### config.mk
export PLATFORM = sky130hd
export DESIGN_NAME = taqe_ctrl
export DESIGN_NICKNAME = d
export VERILOG_FILES = /design/src/taqe_pkg.sv /design/src/taqe_ctrl.sv
export SDC_FILE = /design/constraint.sdc
export NUM_CORES = 1
export LEC_CHECK = 0
export ABC_AREA = 0
export ABC_CLOCK_PERIOD_IN_PS = 3000
export BUFFER_PORTS_ARGS = -buffer_cell sky130_fd_sc_hd__buf_2
export CORE_ASPECT_RATIO = 2
export CORE_UTILIZATION = 55
export CTS_CLUSTER_DIAMETER = 120
export DETAILED_ROUTE_END_ITERATION = 10
export HOLD_SLACK_MARGIN = 0.06
export PLACE_DENSITY = 0.88
export RECOVER_POWER = 50
export SLEW_MARGIN = 10
export SYNTH_ARGS = -nofsm -noshare
export SYNTH_HDL_FRONTEND = slang
export SYNTH_SLANG_ARGS = --single-unit
### constraint.sdc
create_clock -name clk -period 3 [get_ports clk]
set_clock_uncertainty 0.05 [all_clocks]
set_input_delay 0 -clock clk [delete_from_list [all_inputs] [get_ports clk]]
set_output_delay 0 -clock clk [all_outputs]
set_load 0.01 [all_outputs]
### src/taqe_pkg.sv
package taqe_pkg;

  localparam int MAX_NODES = 1023;
  localparam int LEVELS    = 11;
  localparam int NODE_W    = 10;
  localparam int DEPTH_W   = 10;
  localparam int DIST_W    = 11;
  localparam int STEP_W    = 10;
  localparam int CMD_W     = 3;
  localparam int MEM_ROWS  = MAX_NODES + 1;
  localparam int ADDR_W    = $clog2(MEM_ROWS);
  localparam int LV_W      = $clog2(LEVELS);

  localparam logic [LV_W-1:0] LV_TOP = LV_W'(LEVELS - 1);

  typedef enum logic [CMD_W-1:0] {
    CMD_LOAD = 3'd0,
    CMD_LCA  = 3'd1,
    CMD_KTH  = 3'd2,
    CMD_DIST = 3'd3,
    CMD_PATH = 3'd4
  } cmd_t;

  typedef struct packed {
    logic [CMD_W-1:0]  cmd;
    logic [NODE_W-1:0] node_a;
    logic [NODE_W-1:0] node_b;
    logic [STEP_W-1:0] step_count;
  } in_item_t;

  typedef struct packed {
    logic [NODE_W-1:0] result_node;
    logic [DIST_W-1:0] result_distance;
    logic              step_out_of_range;
  } out_item_t;

  // one memory row per node: depth and the ancestor chain
  typedef struct packed {
    logic [DEPTH_W-1:0]             depth;
    logic [LEVELS-1:0][NODE_W-1:0] anc;
  } row_t;

  typedef enum logic [3:0] {
    OP_NONE,
    OP_CLEAR,
    OP_CAPTURE,
    OP_DISPATCH,
    OP_LD_STEP,
    OP_LD_WRITE,
    OP_M_INIT,
    OP_M_UP,
    OP_M_CHK,
    OP_M_DN,
    OP_P_DL,
    OP_C_INIT,
    OP_C_STEP,
    OP_EMIT
  } dp_op_t;

  typedef struct packed {
    dp_op_t          op;
    logic [LV_W-1:0] lv;
  } ctrl_cmd_t;

  typedef struct packed {
    cmd_t cmd;
    logic load_ok;
    logic uv_equal;
    logic to_climb;
    logic climb_abort;
    logic clear_last;
  } dp_stat_t;

endpackage

### src/taqe_ctrl.sv
module taqe_ctrl (
  input  logic                clk,
  input  logic                rst_n,
  input  logic                in_valid,
  output logic                in_stall,
  input  logic                out_stall,
  output logic                out_valid,
  input  taqe_pkg::dp_stat_t  stat,
  output taqe_pkg::ctrl_cmd_t cmd
);
  import taqe_pkg::*;

  typedef enum logic [12:0] {
    ST_IDLE     = 13'b0000000000001,
    ST_CLEAR    = 13'b0000000000010,
    ST_DISPATCH = 13'b0000000000100,
    ST_L_STEP   = 13'b0000000001000,
    ST_L_WR     = 13'b0000000010000,
    ST_M_INIT   = 13'b0000000100000,
    ST_M_UP     = 13'b0000001000000,
    ST_M_CHK    = 13'b0000010000000,
    ST_M_DN     = 13'b0000100000000,
    ST_P_DL     = 13'b0001000000000,
    ST_C_INIT   = 13'b0010000000000,
    ST_C_STEP   = 13'b0100000000000,
    ST_FIN      = 13'b1000000000000
  } state_t;

  state_t          state_r, state_nxt;
  logic [LV_W-1:0] lv_r, lv_nxt;
  logic            out_valid_r, out_valid_nxt;
  logic            emit;

  assign in_stall  = (state_r != ST_IDLE);
  assign out_valid = out_valid_r;
  assign emit      = (state_r == ST_FIN) && (!out_valid_r || !out_stall);

  always_comb begin
    state_nxt = state_r;
    lv_nxt    = lv_r;
    cmd.op    = OP_NONE;
    cmd.lv    = lv_r;
    case (state_r)
      ST_CLEAR: begin
        cmd.op = OP_CLEAR;
        if (stat.clear_last) state_nxt = ST_IDLE;
      end
      ST_IDLE: begin
        if (in_valid) begin
          cmd.op    = OP_CAPTURE;
          state_nxt = ST_DISPATCH;
        end
      end
      ST_DISPATCH: begin
        cmd.op = OP_DISPATCH;
        case (stat.cmd)
          CMD_LOAD: begin
            lv_nxt    = LV_W'(1);
            state_nxt = stat.load_ok ? ST_L_STEP : ST_FIN;
          end
          CMD_LCA, CMD_DIST, CMD_PATH: state_nxt = ST_M_INIT;
          CMD_KTH: state_nxt = ST_C_INIT;
          default: state_nxt = ST_FIN;
        endcase
      end
      ST_L_STEP: begin
        cmd.op = OP_LD_STEP;
        if (lv_r == LV_TOP) state_nxt = ST_L_WR;
        else lv_nxt = lv_r + 1'b1;
      end
      ST_L_WR: begin
        cmd.op    = OP_LD_WRITE;
        state_nxt = ST_FIN;
      end
      ST_M_INIT: begin
        cmd.op    = OP_M_INIT;
        lv_nxt    = LV_TOP;
        state_nxt = ST_M_UP;
      end
      ST_M_UP: begin
        cmd.op = OP_M_UP;
        if (lv_r == '0) state_nxt = ST_M_CHK;
        else lv_nxt = lv_r - 1'b1;
      end
      ST_M_CHK: begin
        cmd.op = OP_M_CHK;
        lv_nxt = LV_TOP;
        state_nxt = stat.uv_equal ? ST_P_DL : ST_M_DN;
      end
      ST_M_DN: begin
        cmd.op = OP_M_DN;
        if (lv_r == '0) state_nxt = ST_P_DL;
        else lv_nxt = lv_r - 1'b1;
      end
      ST_P_DL: begin
        cmd.op    = OP_P_DL;
        state_nxt = stat.to_climb ? ST_C_INIT : ST_FIN;
      end
      ST_C_INIT: begin
        cmd.op    = OP_C_INIT;
        lv_nxt    = '0;
        state_nxt = stat.climb_abort ? ST_FIN : ST_C_STEP;
      end
      ST_C_STEP: begin
        cmd.op = OP_C_STEP;
        if (lv_r == LV_TOP) state_nxt = ST_FIN;
        else lv_nxt = lv_r + 1'b1;
      end
      ST_FIN: begin
        if (emit) begin
          cmd.op    = OP_EMIT;
          state_nxt = ST_IDLE;
        end
      end
      default: state_nxt = ST_IDLE;
    endcase
  end

  always_comb begin
    out_valid_nxt = out_valid_r;
    if (out_valid_r && !out_stall) out_valid_nxt = 1'b0;
    if (emit) out_valid_nxt = 1'b1;
  end

  always_ff @(posedge clk) begin
    if (!rst_n) begin
      state_r     <= ST_CLEAR;
      lv_r        <= '0;
      out_valid_r <= 1'b0;
    end else begin
      state_r     <= state_nxt;
      lv_r        <= lv_nxt;
      out_valid_r <= out_valid_nxt;
    end
  end

endmodule

* Word level (Yosys, flattened, before mapping)
Index checks and enable logic that the tools add are counted.
** Cells by class
- Add/sub/neg operators :: 2
- Eq/ne operators :: 29
- Muxes and demuxes :: 22
- Reduce and logical (&&, ||, !) cells :: 15
** Operator list (number)
- $pmux W13 S13 :: 1
- $mux W13 :: 10
- $pmux W4 S13 :: 1
- $pmux W13 S3 :: 1
- $ne A2 B2 Y1 const B :: 10
- $pmux W4 S5 :: 1
- $mux W4 :: 4
- $eq A13 B1 Y1 const B :: 1
- $eq A13 B10 Y1 const B :: 1
- $eq A13 B11 Y1 const B :: 1
- $eq A13 B12 Y1 const B :: 1
- $eq A13 B13 Y1 const B :: 1
- $eq A13 B2 Y1 const B :: 1
- $eq A13 B3 Y1 const B :: 1
- $eq A13 B4 Y1 const B :: 1
- $eq A13 B5 Y1 const B :: 1
- $eq A13 B6 Y1 const B :: 1
- $eq A13 B7 Y1 const B :: 1
- $eq A13 B8 Y1 const B :: 1
- $eq A13 B9 Y1 const B :: 1
- $ne A13 B1 Y1 const B :: 1
- $mux W10 :: 1
- $reduce_and A7 Y1 :: 1
- $eq A3 B2 Y1 const B :: 2
- 17 further kinds :: 22
** Word-level totals
- Register bits :: 18
- Word-level logic and storage cells :: 71

* Depth between registers and ports, before layout
- Depth after elaboration :: 5
- Depth in mapped cells :: 9
- Mapped depth without buffers :: 8

* Least setup slack after synthesis
Ideal clock, no wire load.
- Path type :: register to register
- Start point :: register state_r[5]
- End point :: register lv_r[2]
- Setup time :: 0.072 ns
- Arrival :: 2.031 ns
- Data required time :: 2.878 ns
- Path slack :: 0.848 ns
- Cell stages (with the launch flop) :: 10
- Path buffers :: 1
- Period minus slack after synthesis :: 2.152 ns
- Cell sequence :: dfxtp_1 -> buf_4 -> nor4_4 -> nand4_1 -> xor2_1 -> ha_1 -> or3_1 -> a21oi_1 -> o21ai_0 -> mux2i_1
** Between the ends
- Longest elaborated chain between the ends :: 4
- Elaborated cells on any way between the ends :: 17
** RTL lines
- from (decl) :: line taqe_ctrl.sv:29 : state_t state_r, state_nxt;
- from (signal assigned) :: line taqe_ctrl.sv:131 : state_r <= state_nxt;
- $eq A13 B9 Y1 (tied with other cells) :: line taqe_ctrl.sv:43 : case (state_r)
- $reduce_or A2 Y1 (no line)
- $reduce_bool A5 Y1 (no line) / $ne A2 B2 Y1 (equally long branches)
- $reduce_and A4 Y1 (no line)
- to (signal assigned) :: line taqe_ctrl.sv:132 : lv_r <= lv_nxt;
- to (decl) :: line taqe_ctrl.sv:30 : logic [LV_W-1:0] lv_r, lv_nxt;
Several ways; a longest one is shown, not always the timed one.
A chain may end at the register's enable or synchronous reset.

* Final worst setup path
- Start point :: register state_r[11]
- End point :: register state_r[3]
** Between the ends
- Longest elaborated chain between the ends :: 4
- Elaborated cells on any way between the ends :: 23
** RTL lines
- $eq A13 B13 Y1 :: line taqe_ctrl.sv:36, taqe_ctrl.sv:43
- $logic_and A1 B1 Y1 :: line taqe_ctrl.sv:36 : assign emit = (state_r == ST_FIN) && (!out_valid_r || !out_stall);
- $ne A2 B2 Y1 (no line)
- $reduce_and A7 Y1 (no line)
Several ways; a longest one is shown, not always the timed one.

==> out/metrics.cfg <==
[logic_synthesis]
synth.distinct_cells=55
seq_area_frac_synth_pct=23.2
synthesis.instances=196
synthFlopType=sky130_fd_sc_hd__dfxtp_1
yosys_warnings=0
syn_avg_cell_area_sq_um=7.93
netlist_area_sq_mm=0.00156
synth_async_sr_flop_share_pct=0
syn_nets=209
synth.ff_latch_count=18
synth_enable_flop_cells=0

[timing]
final.hold.worst_slack_ps=80.4
timing.max_slew.rel_slack_pct=48.2
totalNegativeSetupSlack_ps=0
layout_worst_path_cycle_share_pct=89.5
slew_violations=0
report.final.setup_viol=0
finalWorstPathRequiredPeriod_ps=2690
fmaxAchievable_mhz=372
finalWorstSetupSlack_ps=314
unrepaired_setup_endpoints_after_global_routing=no
final_hold_viol_count=0
max_slew.worst_pin.slew_ps=772

[worst_setup_path]
cp_cell_sequence=nor3_2 > nand4_1 > nor3_1 > nand4b_1 > dlygate4sd3_1 > o21ai_0
critical-path-top-delay-family=simple AND/OR/NAND/NOR gates
critical_path_required_ps=3140
worstSetupPathType=reg2reg
number_of_buffers_and_inverters_on_the_critical_path=1
cp.arrival_ps=2830
critPathSlowestCell=sky130_fd_sc_hd__nor3_2
critPathCapture=state_r[3]
logic_depth_of_the_worst_setup_path_including_buffers=6
path_max_fanout=13
critPathLaunch=state_r[11]
setup.reg_to_reg.worst_slack_ps=310
cpPeakStageDelay_ps=670
r2r-end=state_r[3]
critical_path.reg2reg.startpoint=state_r[11]
worst-r2r-cell-count=6
setup.worst_path.end_class=register
crit_path_start_kind=register

[power_and_ir_drop]
netSwitchingFraction_pct=29.9
power.leakage_nw=0.662
seqPwrFrac_pct=46.6
power_density_mw_per_mm2=320
power_w=0.000551
p_switching_w=0.000165
internal-power_w=0.000386
ir_drop_uv=281
clock_power_share_pct=31.6
share_comb_of_total_power_pct=21.7

[cts]
path_clk_slew_ps=70
cts.repair_timing.setup_buffer_count=0
root_buffer=sky130_fd_sc_hd__clkbuf_8
cts_sinks=18
max-clock-path-buffers=2
h-tree-depth=1
insertion_delay_ps=260
holdBufCountCts=10
cts_resizes=0
cts_tree=built
tritoncts.num_buffers=3

[global_route]
vias_in_the_first_global_route=1535
initial_antenna_violation_count=0
first_pass_grt_wire_length_um=7480
grt_overflow_total=0
track_usage_pct=34.6
grt_max_degree=14

[final_layout]
area_overhead_of_the_layout_relative_to_synthesis_pct=10.8
most-common-layout-cells=18 x sky130_fd_sc_hd__dfxtp_1, 16 x sky130_fd_sc_hd__nand2_1, 15 x sky130_fd_sc_hd__nand4_1, 15 x sky130_fd_sc_hd__buf_2, 14 x sky130_fd_sc_hd__nor2_1
fraction_of_layout_instances_using_a_drive_strength_above_1_pct=15.0
nets=229
num_antenna_cells=0
mostFrequentLayoutCell=sky130_fd_sc_hd__dfxtp_1

[placed_design]
io_buffers=21
dp_slack_ps=616
gpl.final_weighted_congestion=0.963
dp.final_hpwl_um=3350

[routing]
number_of_drc_markers_after_the_initial_detailed_route_iteration=93
detail_route.drc_violations=0
detail_route.first_pass.iterations=6
wl_per_cell_um=19.3
postRouteWirelength_um=4680
ant_nets=0
vias=1699
mean_number_of_vias_per_cell=6.99

[die]
die-area_sq_mm=0.00306
die_w_um=39.6
floorplan.io_pins=22
dieHeight_um=77.2
initial_core_util_pct=57.5
core-area_sq_mm=0.00270
rows=27

[hold_path]
min_path_type=in2reg

[run_status]
outcome=finished, final reports clean

[run]
drv.max_cap_violation_count=0

-- cell type report --
cell class	count	area, sq um
multi-input cells	153	1040
flip-flops and latches	18	360
inverters	6	22.5
clock buffers	3	41.3
well taps	29	36.3
fillers	246	980
repair buffers	34	220
-- power groups by stage --
stage,clock (W),sequential (W),combinational [W]
2_1_floorplan,0,0.000251,0.0000862
3_3_place_gp,0,0.000261,0.000107
3_5_place_dp,0,0.000262,0.000108
4_1_cts,0.000170,0.000256,0.000117
5_1_grt,0.000192,0.000257,0.000127
6_report,0.000174,0.000257,0.000120
-- how the worst min path moves through the flow --
stage | depth (start not counted) | startpoint | endpoint | slack (ps)
finish | 3 | rst_n | state_r[6] | 80
global route | 3 | rst_n | lv_r[1] | 80
CTS | 3 | rst_n | state_r[8] | 80
detailed placement | 2 | stat[0] | state_r[1] | 180
global placement | 2 | stat[0] | state_r[1] | 180
floorplan | 1 | stat[0] | state_r[1] | 60
-- cells in the mapped netlist, types with 2 or more instances --
library cell,count,share of area (%)
sky130_fd_sc_hd__or4_1,2,0.97
sky130_fd_sc_hd__nor4_1,5,2.0
sky130_fd_sc_hd__nor2b_1,3,1.2
sky130_fd_sc_hd__a21oi_1,5,1.6
sky130_fd_sc_hd__nand2b_1,3,1.2
sky130_fd_sc_hd__o21ai_0,8,2.6
sky130_fd_sc_hd__xnor2_1,2,1.1
sky130_fd_sc_hd__a32o_1,2,1.3
sky130_fd_sc_hd__nor4b_1,3,1.7
sky130_fd_sc_hd__and3_1,2,0.80
sky130_fd_sc_hd__nand3_1,11,3.5
sky130_fd_sc_hd__a21o_1,3,1.4
sky130_fd_sc_hd__buf_6,3,2.2
sky130_fd_sc_hd__nor2_1,14,3.4
sky130_fd_sc_hd__xor2_1,7,3.9
sky130_fd_sc_hd__nor3_1,10,3.2
sky130_fd_sc_hd__nor3b_1,2,0.97
sky130_fd_sc_hd__o32ai_1,3,1.7
sky130_fd_sc_hd__dfxtp_1,18,23
sky130_fd_sc_hd__nand2_1,16,3.9
sky130_fd_sc_hd__nand4_1,15,6.0
sky130_fd_sc_hd__mux2i_1,4,2.6
sky130_fd_sc_hd__nand3b_1,2,0.97
sky130_fd_sc_hd__nor4_4,3,4.1
sky130_fd_sc_hd__buf_2,9,2.9
sky130_fd_sc_hd__inv_1,5,1.2
sky130_fd_sc_hd__nor3_2,4,2.6
sky130_fd_sc_hd__clkbuf_1,3,0.72
sky130_fd_sc_hd__buf_4,3,1.4
-- sequential cells by signal (all words and copies together) (netlist names) --
name / cells
state_r: 13
lv_r: 4
out_valid: 1
-- layer usage --
layer  part of all wire (%)  vias to the layer above  wire (um)  global-route usage [%]
li1                       -                      778          -                       -
met1                     35                      783       1630                    37.6
met2                     52                      104       2430                    57.5
met3                    7.1                       34        330                    7.80
met4                    6.4                        0        298                    17.9
met5                      0                        -          0                       0
-- kinds of logic after synthesis --
group / count (synthesis) / synth area share [%]
multiplexers: 4 / 2.57
buffers and inverters: 25 / 9.01
XOR/XNOR: 9 / 5.07
flip-flops: 18 / 23.2
AND/OR/NAND/NOR: 101 / 40.0
AO/OA/AOI/OAI: 38 / 19.4
adder cells (fa/ha/maj): 1 / 0.804
-- metrics by stage --
step	std cells	cell area (sq um)	utilization, %
global route	243	1720	63.7
finish	243	1720	63.7
detailed placement	230	1600	59.3
floorplan	196	1560	-
global placement	230	1600	59.3
CTS	243	1740	64.5
-- tightest hold or removal path: stages --
cell	delay [ps]
sky130_fd_sc_hd__buf_2	190
sky130_fd_sc_hd__nand2_1	90
sky130_fd_sc_hd__o21ai_0	60
(Power assumes the default switching activity.)
